==> config.mk <==
export PLATFORM = sky130hd
export DESIGN_NAME = send_credit_admission_core_flat
export DESIGN_NICKNAME = d
export VERILOG_FILES = /design/src/design/sca_pkg.sv /design/src/design/sca_if.sv /design/src/design/send_credit_admission_core.sv /design/src/flat_wrapper.sv
export SDC_FILE = /design/constraint.sdc
export NUM_CORES = 1
export LEC_CHECK = 0
export BUFFER_PORTS_ARGS = -buffer_cell sky130_fd_sc_hd__buf_2
export CAP_MARGIN = 30
export CELL_PAD_IN_SITES_DETAIL_PLACEMENT = 0
export CELL_PAD_IN_SITES_GLOBAL_PLACEMENT = 1
export CORE_ASPECT_RATIO = 1.25
export CORE_MARGIN = 2
export CORE_UTILIZATION = 52
export CTS_CLUSTER_SIZE = 16
export DETAILED_ROUTE_END_ITERATION = 12
export PLACE_DENSITY_LB_ADDON = 0.3
export SKIP_LAST_GASP = 1
export SLEW_MARGIN = 15
export SYNTH_ARGS = -nofsm -noshare
export SYNTH_HDL_FRONTEND = slang
export SYNTH_SLANG_ARGS = --single-unit
==> constraint.sdc <==
create_clock -name clk -period 8.67 [get_ports clk]
set_clock_uncertainty 0.1 [all_clocks]
set_input_delay 0.4335 -clock clk [delete_from_list [all_inputs] [get_ports clk]]
set_output_delay 0.4335 -clock clk [all_outputs]
set_load 0.01 [all_outputs]
==> src/design/sca_pkg.sv <==
// Shared types, codes and sizes for the send credit admission block.
package sca_pkg;

    localparam int PARK_DEPTH = 16;
    localparam int PTR_W      = $clog2(PARK_DEPTH);
    localparam int CNT_W      = $clog2(PARK_DEPTH + 1);
    localparam int TAG_W      = 16;
    localparam int SLOT_W     = 16;
    localparam int CFG_IDX_W  = 1;

    localparam logic [SLOT_W-1:0] SLOT_LIMIT_RST      = 16'd128;
    localparam logic [SLOT_W-1:0] READ_SLOT_LIMIT_RST = 16'd16;

    typedef enum logic [CFG_IDX_W-1:0] {
        REG_SLOT_LIMIT      = 1'b0,
        REG_READ_SLOT_LIMIT = 1'b1
    } reg_idx_t;

    typedef enum logic [1:0] {
        KIND_ADMIT   = 2'd0,
        KIND_TRY     = 2'd1,
        KIND_RELEASE = 2'd2,
        KIND_BROKEN  = 2'd3
    } kind_t;

    typedef enum logic [2:0] {
        EV_DISPATCHED = 3'd0,
        EV_PARKED     = 3'd1,
        EV_FAILED     = 3'd2,
        EV_ACCEPTED   = 3'd3,
        EV_REJECTED   = 3'd4,
        EV_DONE       = 3'd5
    } ev_t;

    typedef enum logic [1:0] {
        FS_NONE     = 2'd0,
        FS_FLUSH    = 2'd1,
        FS_OVERFLOW = 2'd2
    } fs_t;

    typedef enum logic [1:0] {
        S_IDLE,
        S_EXEC,
        S_ISSUE,
        S_EMIT
    } state_t;

    typedef struct packed {
        kind_t              kind;
        logic [TAG_W-1:0]   op_tag;
        logic               is_read;
        logic [SLOT_W-1:0]  release_count;
        logic [SLOT_W-1:0]  release_reads;
    } req_t;

    typedef struct packed {
        ev_t                event_res;
        logic [TAG_W-1:0]   op_tag_res;
        logic               op_is_read;
        fs_t                fail_status;
        logic               over_release;
        logic               stalled;
        logic [SLOT_W-1:0]  in_flight;
        logic [SLOT_W-1:0]  reads_in_flight;
        logic               last;
    } res_t;

endpackage

==> src/design/sca_if.sv <==
// Request and result channel interfaces with valid/ready handshake.
interface sca_req_if;
    logic        valid;
    logic        ready;
    logic [1:0]  kind;
    logic [15:0] op_tag;
    logic        is_read;
    logic [15:0] release_count;
    logic [15:0] release_reads;

    modport source (output valid, kind, op_tag, is_read, release_count, release_reads,
                    input ready);
    modport sink   (input valid, kind, op_tag, is_read, release_count, release_reads,
                    output ready);
endinterface

interface sca_res_if;
    logic        valid;
    logic        ready;
    logic [2:0]  event_res;
    logic [15:0] op_tag_res;
    logic        op_is_read;
    logic [1:0]  fail_status;
    logic        over_release;
    logic        stalled;
    logic [15:0] in_flight;
    logic [15:0] reads_in_flight;
    logic        last;

    modport source (output valid, event_res, op_tag_res, op_is_read, fail_status,
                    over_release, stalled, in_flight, reads_in_flight, last,
                    input ready);
    modport sink   (input valid, event_res, op_tag_res, op_is_read, fail_status,
                    over_release, stalled, in_flight, reads_in_flight, last,
                    output ready);
endinterface

==> src/design/send_credit_admission_core.sv <==
// Credit admission core: in-flight accounting, parking FIFOs and drain sequencer.
//
// Channels: req (sink) takes one request: admit, try acquire, release or set
// broken. res (source) gives result items, the last one of each request with
// last set. cfg_we/cfg_index/cfg_data write slot_limit (0) and
// read_slot_limit (1); write only while no request is in progress.
// Sequence: a request is taken in idle and executed in the exec state, where
// admit and try acquire give their single result. Release and set broken then
// drain parked entries and finish with the done item; each drained entry costs
// one synchronous read of its parking memory followed by an emit.
// A result sits in an output register; the next request is taken while it
// waits. When res stalls, the sequencer holds until the register frees.
// Reset: counts clear, limits return to 128 and 16, both parking FIFOs
// become empty and the broken flag clears. Parking memories are not cleared.
module send_credit_admission_core (
    input  logic                                  clk,
    input  logic                                  rst_n,
    sca_req_if.sink                               req,
    sca_res_if.source                             res,
    input  logic                                  cfg_we,
    input  logic [sca_pkg::CFG_IDX_W-1:0]         cfg_index,
    input  logic [sca_pkg::SLOT_W-1:0]            cfg_data
);

    sca_pkg::state_t                 state_reg, state_next;
    sca_pkg::req_t                   req_reg;
    sca_pkg::res_t                   out_reg, out_next;
    logic                            out_valid_reg, out_valid_next;

    logic [sca_pkg::SLOT_W-1:0]      limit_reg, rlimit_reg;
    logic [sca_pkg::SLOT_W-1:0]      flight_reg, flight_next;
    logic [sca_pkg::SLOT_W-1:0]      rflight_reg, rflight_next;
    logic                            broken_reg, broken_next;
    logic                            over_reg, over_next;
    logic                            sel_rd_reg, sel_rd_next;

    logic [sca_pkg::PTR_W-1:0]       rhead_reg, rhead_next, rtail_reg, rtail_next;
    logic [sca_pkg::PTR_W-1:0]       whead_reg, whead_next, wtail_reg, wtail_next;
    logic [sca_pkg::CNT_W-1:0]       rcnt_reg, rcnt_next, wcnt_reg, wcnt_next;

    logic [sca_pkg::TAG_W-1:0]       rmem [sca_pkg::PARK_DEPTH];
    logic [sca_pkg::TAG_W-1:0]       wmem [sca_pkg::PARK_DEPTH];
    logic [sca_pkg::TAG_W-1:0]       rq_reg, wq_reg;
    logic                            rpush, wpush;

    logic                            can_emit;
    logic                            full_blk, rd_blk, flush_mode;
    logic                            pick_rd, pick_wr;
    logic [sca_pkg::SLOT_W-1:0]      rel_clamp, relrd_clamp;

    function automatic logic [sca_pkg::PTR_W-1:0] ptr_inc(
        input logic [sca_pkg::PTR_W-1:0] p);
        if (p == sca_pkg::PTR_W'(sca_pkg::PARK_DEPTH - 1))
            return '0;
        return p + 1'b1;
    endfunction

    assign can_emit   = !out_valid_reg || res.ready;
    assign full_blk   = flight_reg >= limit_reg;
    assign rd_blk     = full_blk || (rflight_reg >= rlimit_reg);
    assign flush_mode = req_reg.kind == sca_pkg::KIND_BROKEN;
    assign pick_rd    = (rcnt_reg != '0) && (flush_mode || (!broken_reg && !rd_blk));
    assign pick_wr    = !pick_rd && (wcnt_reg != '0)
                        && (flush_mode || (!broken_reg && !full_blk));
    assign rel_clamp   = (req_reg.release_count > flight_reg) ? flight_reg
                                                               : req_reg.release_count;
    assign relrd_clamp = (req_reg.release_reads < rflight_reg) ? req_reg.release_reads
                                                               : rflight_reg;

    assign req.ready = state_reg == sca_pkg::S_IDLE;

    // next state
    always_comb
    begin
        state_next = state_reg;
        case (state_reg)
            sca_pkg::S_IDLE:
            begin
                if (req.valid)
                    state_next = sca_pkg::S_EXEC;
            end
            sca_pkg::S_EXEC:
            begin
                if (req_reg.kind == sca_pkg::KIND_RELEASE
                    || req_reg.kind == sca_pkg::KIND_BROKEN)
                    state_next = sca_pkg::S_ISSUE;
                else if (can_emit)
                    state_next = sca_pkg::S_IDLE;
            end
            sca_pkg::S_ISSUE:
            begin
                if (pick_rd || pick_wr)
                    state_next = sca_pkg::S_EMIT;
                else if (can_emit)
                    state_next = sca_pkg::S_IDLE;
            end
            sca_pkg::S_EMIT:
            begin
                if (can_emit)
                    state_next = sca_pkg::S_ISSUE;
            end
            default: state_next = sca_pkg::S_IDLE;
        endcase
    end

    // datapath and outputs
    always_comb
    begin
        out_next       = out_reg;
        out_valid_next = out_valid_reg && !res.ready;
        flight_next    = flight_reg;
        rflight_next   = rflight_reg;
        broken_next    = broken_reg;
        over_next      = over_reg;
        sel_rd_next    = sel_rd_reg;
        rhead_next     = rhead_reg;
        rtail_next     = rtail_reg;
        whead_next     = whead_reg;
        wtail_next     = wtail_reg;
        rcnt_next      = rcnt_reg;
        wcnt_next      = wcnt_reg;
        rpush          = 1'b0;
        wpush          = 1'b0;
        case (state_reg)
            sca_pkg::S_IDLE:
            begin
            end
            sca_pkg::S_EXEC:
            begin
                case (req_reg.kind)
                    sca_pkg::KIND_RELEASE:
                    begin
                        over_next    = req_reg.release_count > flight_reg;
                        flight_next  = flight_reg - rel_clamp;
                        rflight_next = rflight_reg - relrd_clamp;
                    end
                    sca_pkg::KIND_BROKEN:
                    begin
                        broken_next = 1'b1;
                        over_next   = 1'b0;
                    end
                    default:
                    begin
                        if (can_emit)
                        begin
                            out_next.op_tag_res   = req_reg.op_tag;
                            out_next.op_is_read   = req_reg.is_read;
                            out_next.fail_status  = sca_pkg::FS_NONE;
                            out_next.over_release = 1'b0;
                            out_next.stalled      = 1'b0;
                            out_next.last         = 1'b1;
                            if (req_reg.kind == sca_pkg::KIND_TRY)
                            begin
                                if (broken_reg || (req_reg.is_read ? rd_blk : full_blk))
                                    out_next.event_res = sca_pkg::EV_REJECTED;
                                else
                                begin
                                    out_next.event_res = sca_pkg::EV_ACCEPTED;
                                    flight_next = flight_reg + 1'b1;
                                    if (req_reg.is_read)
                                        rflight_next = rflight_reg + 1'b1;
                                end
                            end
                            else if (broken_reg)
                            begin
                                out_next.event_res   = sca_pkg::EV_FAILED;
                                out_next.fail_status = sca_pkg::FS_FLUSH;
                            end
                            else if (req_reg.is_read && rd_blk)
                            begin
                                if (rcnt_reg == sca_pkg::CNT_W'(sca_pkg::PARK_DEPTH))
                                begin
                                    out_next.event_res   = sca_pkg::EV_FAILED;
                                    out_next.fail_status = sca_pkg::FS_OVERFLOW;
                                end
                                else
                                begin
                                    out_next.event_res = sca_pkg::EV_PARKED;
                                    rpush      = 1'b1;
                                    rtail_next = ptr_inc(rtail_reg);
                                    rcnt_next  = rcnt_reg + 1'b1;
                                end
                            end
                            else if (!req_reg.is_read && full_blk)
                            begin
                                if (wcnt_reg == sca_pkg::CNT_W'(sca_pkg::PARK_DEPTH))
                                begin
                                    out_next.event_res   = sca_pkg::EV_FAILED;
                                    out_next.fail_status = sca_pkg::FS_OVERFLOW;
                                end
                                else
                                begin
                                    out_next.event_res = sca_pkg::EV_PARKED;
                                    wpush      = 1'b1;
                                    wtail_next = ptr_inc(wtail_reg);
                                    wcnt_next  = wcnt_reg + 1'b1;
                                end
                            end
                            else
                            begin
                                out_next.event_res = sca_pkg::EV_DISPATCHED;
                                flight_next = flight_reg + 1'b1;
                                if (req_reg.is_read)
                                    rflight_next = rflight_reg + 1'b1;
                            end
                            out_next.in_flight       = flight_next;
                            out_next.reads_in_flight = rflight_next;
                            out_valid_next           = 1'b1;
                        end
                    end
                endcase
            end
            sca_pkg::S_ISSUE:
            begin
                sel_rd_next = pick_rd;
                if (!pick_rd && !pick_wr && can_emit)
                begin
                    out_next.event_res       = sca_pkg::EV_DONE;
                    out_next.op_tag_res      = '0;
                    out_next.op_is_read      = 1'b0;
                    out_next.fail_status     = sca_pkg::FS_NONE;
                    out_next.over_release    = over_reg;
                    out_next.stalled         = !broken_reg && (flight_reg == '0)
                                               && ((rcnt_reg != '0) || (wcnt_reg != '0));
                    out_next.in_flight       = flight_reg;
                    out_next.reads_in_flight = rflight_reg;
                    out_next.last            = 1'b1;
                    out_valid_next           = 1'b1;
                end
            end
            sca_pkg::S_EMIT:
            begin
                if (can_emit)
                begin
                    out_next.op_tag_res   = sel_rd_reg ? rq_reg : wq_reg;
                    out_next.op_is_read   = sel_rd_reg;
                    out_next.over_release = 1'b0;
                    out_next.stalled      = 1'b0;
                    out_next.last         = 1'b0;
                    if (flush_mode)
                    begin
                        out_next.event_res   = sca_pkg::EV_FAILED;
                        out_next.fail_status = sca_pkg::FS_FLUSH;
                    end
                    else
                    begin
                        out_next.event_res   = sca_pkg::EV_DISPATCHED;
                        out_next.fail_status = sca_pkg::FS_NONE;
                        flight_next = flight_reg + 1'b1;
                        if (sel_rd_reg)
                            rflight_next = rflight_reg + 1'b1;
                    end
                    if (sel_rd_reg)
                    begin
                        rhead_next = ptr_inc(rhead_reg);
                        rcnt_next  = rcnt_reg - 1'b1;
                    end
                    else
                    begin
                        whead_next = ptr_inc(whead_reg);
                        wcnt_next  = wcnt_reg - 1'b1;
                    end
                    out_next.in_flight       = flight_next;
                    out_next.reads_in_flight = rflight_next;
                    out_valid_next           = 1'b1;
                end
            end
            default:
            begin
            end
        endcase
    end

    always_ff @(posedge clk or negedge rst_n)
    begin
        if (!rst_n)
        begin
            state_reg     <= sca_pkg::S_IDLE;
            out_valid_reg <= 1'b0;
            limit_reg     <= sca_pkg::SLOT_LIMIT_RST;
            rlimit_reg    <= sca_pkg::READ_SLOT_LIMIT_RST;
            flight_reg    <= '0;
            rflight_reg   <= '0;
            broken_reg    <= 1'b0;
            rhead_reg     <= '0;
            rtail_reg     <= '0;
            whead_reg     <= '0;
            wtail_reg     <= '0;
            rcnt_reg      <= '0;
            wcnt_reg      <= '0;
        end
        else
        begin
            state_reg     <= state_next;
            out_valid_reg <= out_valid_next;
            flight_reg    <= flight_next;
            rflight_reg   <= rflight_next;
            broken_reg    <= broken_next;
            rhead_reg     <= rhead_next;
            rtail_reg     <= rtail_next;
            whead_reg     <= whead_next;
            wtail_reg     <= wtail_next;
            rcnt_reg      <= rcnt_next;
            wcnt_reg      <= wcnt_next;
            if (cfg_we && cfg_index == sca_pkg::REG_SLOT_LIMIT)
                limit_reg <= cfg_data;
            if (cfg_we && cfg_index == sca_pkg::REG_READ_SLOT_LIMIT)
                rlimit_reg <= cfg_data;
        end
    end

    always_ff @(posedge clk)
    begin
        out_reg    <= out_next;
        over_reg   <= over_next;
        sel_rd_reg <= sel_rd_next;
        if (req.valid && req.ready)
        begin
            req_reg.kind          <= sca_pkg::kind_t'(req.kind);
            req_reg.op_tag        <= req.op_tag;
            req_reg.is_read       <= req.is_read;
            req_reg.release_count <= req.release_count;
            req_reg.release_reads <= req.release_reads;
        end
    end

    // parking memories, head entry read into a register ahead of the emit
    always_ff @(posedge clk)
    begin
        if (rpush)
            rmem[rtail_reg] <= req_reg.op_tag;
        rq_reg <= rmem[rhead_reg];
    end

    always_ff @(posedge clk)
    begin
        if (wpush)
            wmem[wtail_reg] <= req_reg.op_tag;
        wq_reg <= wmem[whead_reg];
    end

    assign res.valid           = out_valid_reg;
    assign res.event_res       = out_reg.event_res;
    assign res.op_tag_res      = out_reg.op_tag_res;
    assign res.op_is_read      = out_reg.op_is_read;
    assign res.fail_status     = out_reg.fail_status;
    assign res.over_release    = out_reg.over_release;
    assign res.stalled         = out_reg.stalled;
    assign res.in_flight       = out_reg.in_flight;
    assign res.reads_in_flight = out_reg.reads_in_flight;
    assign res.last            = out_reg.last;

endmodule

==> src/flat_wrapper.sv <==
// flat-port wrapper written by rule: the top's interface ports become plain ports
module send_credit_admission_core_flat 
  (clk, rst_n, cfg_we, cfg_index, cfg_data, req_valid, req_kind, req_op_tag, req_is_read, req_release_count, req_release_reads, req_ready, res_valid, res_event_res, res_op_tag_res, res_op_is_read, res_fail_status, res_over_release, res_stalled, res_in_flight, res_reads_in_flight, res_last, res_ready);
  sca_req_if req_i ();
  sca_res_if res_i ();
  input  logic clk;
  input  logic rst_n;
  input  logic cfg_we;
  input  logic [sca_pkg::CFG_IDX_W-1:0] cfg_index;
  input  logic [sca_pkg::SLOT_W-1:0] cfg_data;
  input wire logic [$bits(req_i.valid)-1:0] req_valid;
  input wire logic [$bits(req_i.kind)-1:0] req_kind;
  input wire logic [$bits(req_i.op_tag)-1:0] req_op_tag;
  input wire logic [$bits(req_i.is_read)-1:0] req_is_read;
  input wire logic [$bits(req_i.release_count)-1:0] req_release_count;
  input wire logic [$bits(req_i.release_reads)-1:0] req_release_reads;
  output wire logic [$bits(req_i.ready)-1:0] req_ready;
  output wire logic [$bits(res_i.valid)-1:0] res_valid;
  output wire logic [$bits(res_i.event_res)-1:0] res_event_res;
  output wire logic [$bits(res_i.op_tag_res)-1:0] res_op_tag_res;
  output wire logic [$bits(res_i.op_is_read)-1:0] res_op_is_read;
  output wire logic [$bits(res_i.fail_status)-1:0] res_fail_status;
  output wire logic [$bits(res_i.over_release)-1:0] res_over_release;
  output wire logic [$bits(res_i.stalled)-1:0] res_stalled;
  output wire logic [$bits(res_i.in_flight)-1:0] res_in_flight;
  output wire logic [$bits(res_i.reads_in_flight)-1:0] res_reads_in_flight;
  output wire logic [$bits(res_i.last)-1:0] res_last;
  input wire logic [$bits(res_i.ready)-1:0] res_ready;
  assign req_i.valid = req_valid;
  assign req_i.kind = req_kind;
  assign req_i.op_tag = req_op_tag;
  assign req_i.is_read = req_is_read;
  assign req_i.release_count = req_release_count;
  assign req_i.release_reads = req_release_reads;
  assign req_ready = req_i.ready;
  assign res_valid = res_i.valid;
  assign res_event_res = res_i.event_res;
  assign res_op_tag_res = res_i.op_tag_res;
  assign res_op_is_read = res_i.op_is_read;
  assign res_fail_status = res_i.fail_status;
  assign res_over_release = res_i.over_release;
  assign res_stalled = res_i.stalled;
  assign res_in_flight = res_i.in_flight;
  assign res_reads_in_flight = res_i.reads_in_flight;
  assign res_last = res_i.last;
  assign res_i.ready = res_ready;
  send_credit_admission_core u_core (.clk(clk), .rst_n(rst_n), .req(req_i), .res(res_i), .cfg_we(cfg_we), .cfg_index(cfg_index), .cfg_data(cfg_data));
endmodule
==> impl_metrics.json <==
{
  "wl_per_cell_microns": 24.1,
  "grt.total_usage_pct": 25.8,
  "drive_gt1_share_pct": 17.0,
  "clock.fmax_ghz": 0.209,
  "synth.area.top_cells": "edfxtp_1 56%, dfrtp_1 6.9%, mux4_2 4.3%",
  "cp.arrival_ns": 5.21,
  "hpwlAfterDp_microns": 56500,
  "vias": 21084,
  "worstSetupStartpointType": "flop",
  "critPathBufInv": 2,
  "dieHeight_microns": 287,
  "ios": 132,
  "ys_types": 78,
  "synthTopCellsByCount": "622 x edfxtp_1, 162 x nand2_1, 158 x a21oi_1",
  "synthCells": 2386,
  "leakage_nw": 14.2,
  "fin_total_pwr_mw": 12.4,
  "syn_avg_cell_area_sq_um": 14.0,
  "cp_data_required_time_ns": 9.10,
  "relSlewSlack_pct": 29.7,
  "grt_start_max_net_pins": 67,
  "path_class": "flop to flop",
  "cts.sinks": 748,
  "io_buffers": 131,
  "setup_viol": 0,
  "first_pass_iters": 6,
  "whs_ns": 0.125,
  "pre_cts_ws_ns": 4.00,
  "path_delay_family": "compound AO/OA/AOI/OAI gates",
  "busiest_layer": "met2",
  "ant_nets": 0,
  "fp.coreArea_sq_mm": 0.0634,
  "vdd_drop_max_mv": 0.206,
  "grt_overflow": 0,
  "fp-row-count": 103,
  "maxCapViolations": 0,
  "cts.clk_slew.worst_paths_ns": 0.06,
  "clock-root-buffer": "clkbuf_16",
  "routed_wl_microns": 85200,
  "viasPerCell": 5.97,
  "nets": 2824,
  "cp_slowest_stage_delay_ns": 0.52,
  "drtIter0Drc": 1574,
  "die_area_sq_mm": 0.0663,
  "clock_path_buffers": 3,
  "worst_slack_ns": 3.89,
  "final_core_util_pct": 61.3,
  "synth_top_area_cell": "edfxtp_1",
  "grt_use_met3_pct": 3.39,
  "syn-cell-area_sq_mm": 0.0334,
  "cts_setup_buffers": 0,
  "async_flop_share_pct": 12.6,
  "antenna_found_initial": 0,
  "rsz0062_at_grt": "false",
  "tightest_slew_ns": 1.05,
  "syn_nets": 2575,
  "drv_slew": 0,
  "powerDensity_mw_per_mm2": 320,
  "yosysWarningCount": 0,
  "cts_buffers": 74,
  "hp-class": "input pin to flop",
  "start_util_pct": 52.7,
  "period_needed_ns": 4.78,
  "post-synth-top-count-cell": "edfxtp_1",
  "cts_tree": "done",
  "crit_chain": "inv_1 > ha_1 > nor2b_1 > o21ai_0 > nand2b_1 > a21oi_1 > o21ai_0 > a22oi_2 > buf_4 > nor2_1 > a21oi_1 > ha_1 > o21a_1 > o31a_1 > o211ai_1 > a21boi_0 > o31ai_1 > o21ai_0 > xor2_1 > nand2_1 > a22oi_1",
  "cp_max_fo": 24,
  "synth_flop_cell": "edfxtp_1",
  "synth_edf_count": 622,
  "ys_ff_latch": 748,
  "cp-end-kind": "flop",
  "status": "finished clean",
  "syn2layout_area_growth_pct": 16.2,
  "grt_use_met2_pct": 44.7,
  "globalplace.congestion": 0.901,
  "grt_util_met1_pct": 32.4,
  "drc_errors": 0,
  "yosysSeqAreaShare_pct": 64.8,
  "crit_top_cell": "o21ai_0",
  "grt_pass1_vias": 21400,
  "cts-htree-levels": 3,
  "clk_latency_ns": 0.62,
  "diodes": 0,
  "critical_path.slowest_cell": "dfrtp_1",
  "die_w_microns": 231,
  "grt_pass1_wl_microns": 128000,
  "finalCritPeriodShare_pct": 55.2,
  "fin_tns_setup_ns": 0,
  "synth_top_area_share_pct": 55.9,
  "hold_viol_final": 0
}
## metrics by stage
step           cells  instance area, sq um
6_report        3534                 38900
5_1_grt         3534                 38900
4_1_cts         3518                 38600
3_5_place_dp    3315                 35500
3_3_place_gp    3283                 35000
2_1_floorplan   2386                 33400
## what timing repair did
item | in CTS | in global routing
hold buffers | 68 | 0
endpoints found under the hold margin | 111 | 0
resized for setup | 0 | 0
## cell type report
class | instances | area [sq um]
sequential | 748 | 21700
clock inverter | 38 | 417
tap | 840 | 1050
clock buffer | 97 | 1970
fill | 4834 | 24500
timing repair buffer | 279 | 2350
inverter | 108 | 405
multi-input combinational | 1424 | 11000
## where the power goes
| group | leakage (nW) | total, mW | internal, mW | switching (mW) |
|---|---|---|---|---|
| combinational | 6.05 | 4.34 | 1.82 | 2.52 |
| clock | 1.15 | 3.18 | 1.83 | 1.35 |
| sequential | 7.01 | 4.92 | 4.46 | 0.461 |
| total | 14.2 | 12.4 | 8.10 | 4.34 |
## per-layer routing
| metal | up-vias | part of all wire (%) |
|---|---|---|
| li1 | 9597 | - |
| met1 | 10540 | 40 |
| met2 | 748 | 50 |
| met3 | 199 | 6.0 |
| met4 | 0 | 4.1 |
| met5 | - | 0 |
## worst min-delay path, cell delays in order
cell	delay, ns
buf_2	0.10
nor2b_1	0.10
nor2_1	0.10
o21bai_1	0.06
## logic make-up (layout without fill, tap and decap cells)
| logic type | count (synthesis) | count (layout) | share of synthesized area (%) |
|---|---|---|---|
| flip-flops | 748 | 748 | 64.8 |
| AO/OA/AOI/OAI | 526 | 526 | 9.80 |
| AND/OR/NAND/NOR | 458 | 458 | 6.46 |
| multiplexers | 235 | 235 | 9.61 |
| buffers and inverters | 214 | 522 | 2.53 |
| adder cells (fa/ha/maj) | 116 | 116 | 4.43 |
| XOR/XNOR | 89 | 89 | 2.33 |
## placed cells by master (no fill, tap or decap), types with 90 or more instances in the layout
cell type,n
dfrtp_1,90
o21ai_0,153
edfxtp_1,622
nand2_1,161
buf_2,130
ha_1,112
mux2i_1,125
inv_1,106
nor2_1,112
a21oi_1,158
## final timing paths
path                                 startpoint                     end  slack, ns  cells after the start
max                        u_core.flight_reg[1]   u_core.flight_reg[14]       3.89                     21
min                                   res_ready     u_core.state_reg[1]       0.12                      4
max reg2reg                u_core.flight_reg[1]   u_core.flight_reg[14]       3.89                     21
min reg2reg                  u_core.wcnt_reg[4]      u_core.wcnt_reg[4]       0.39                      1
max in group asynchronous                 rst_n     u_core.limit_reg[7]       7.18                      4
min in group asynchronous                 rst_n  u_core.rflight_reg[14]       0.20                      2
No activity file was read; power rests on OpenSTA's default activity.
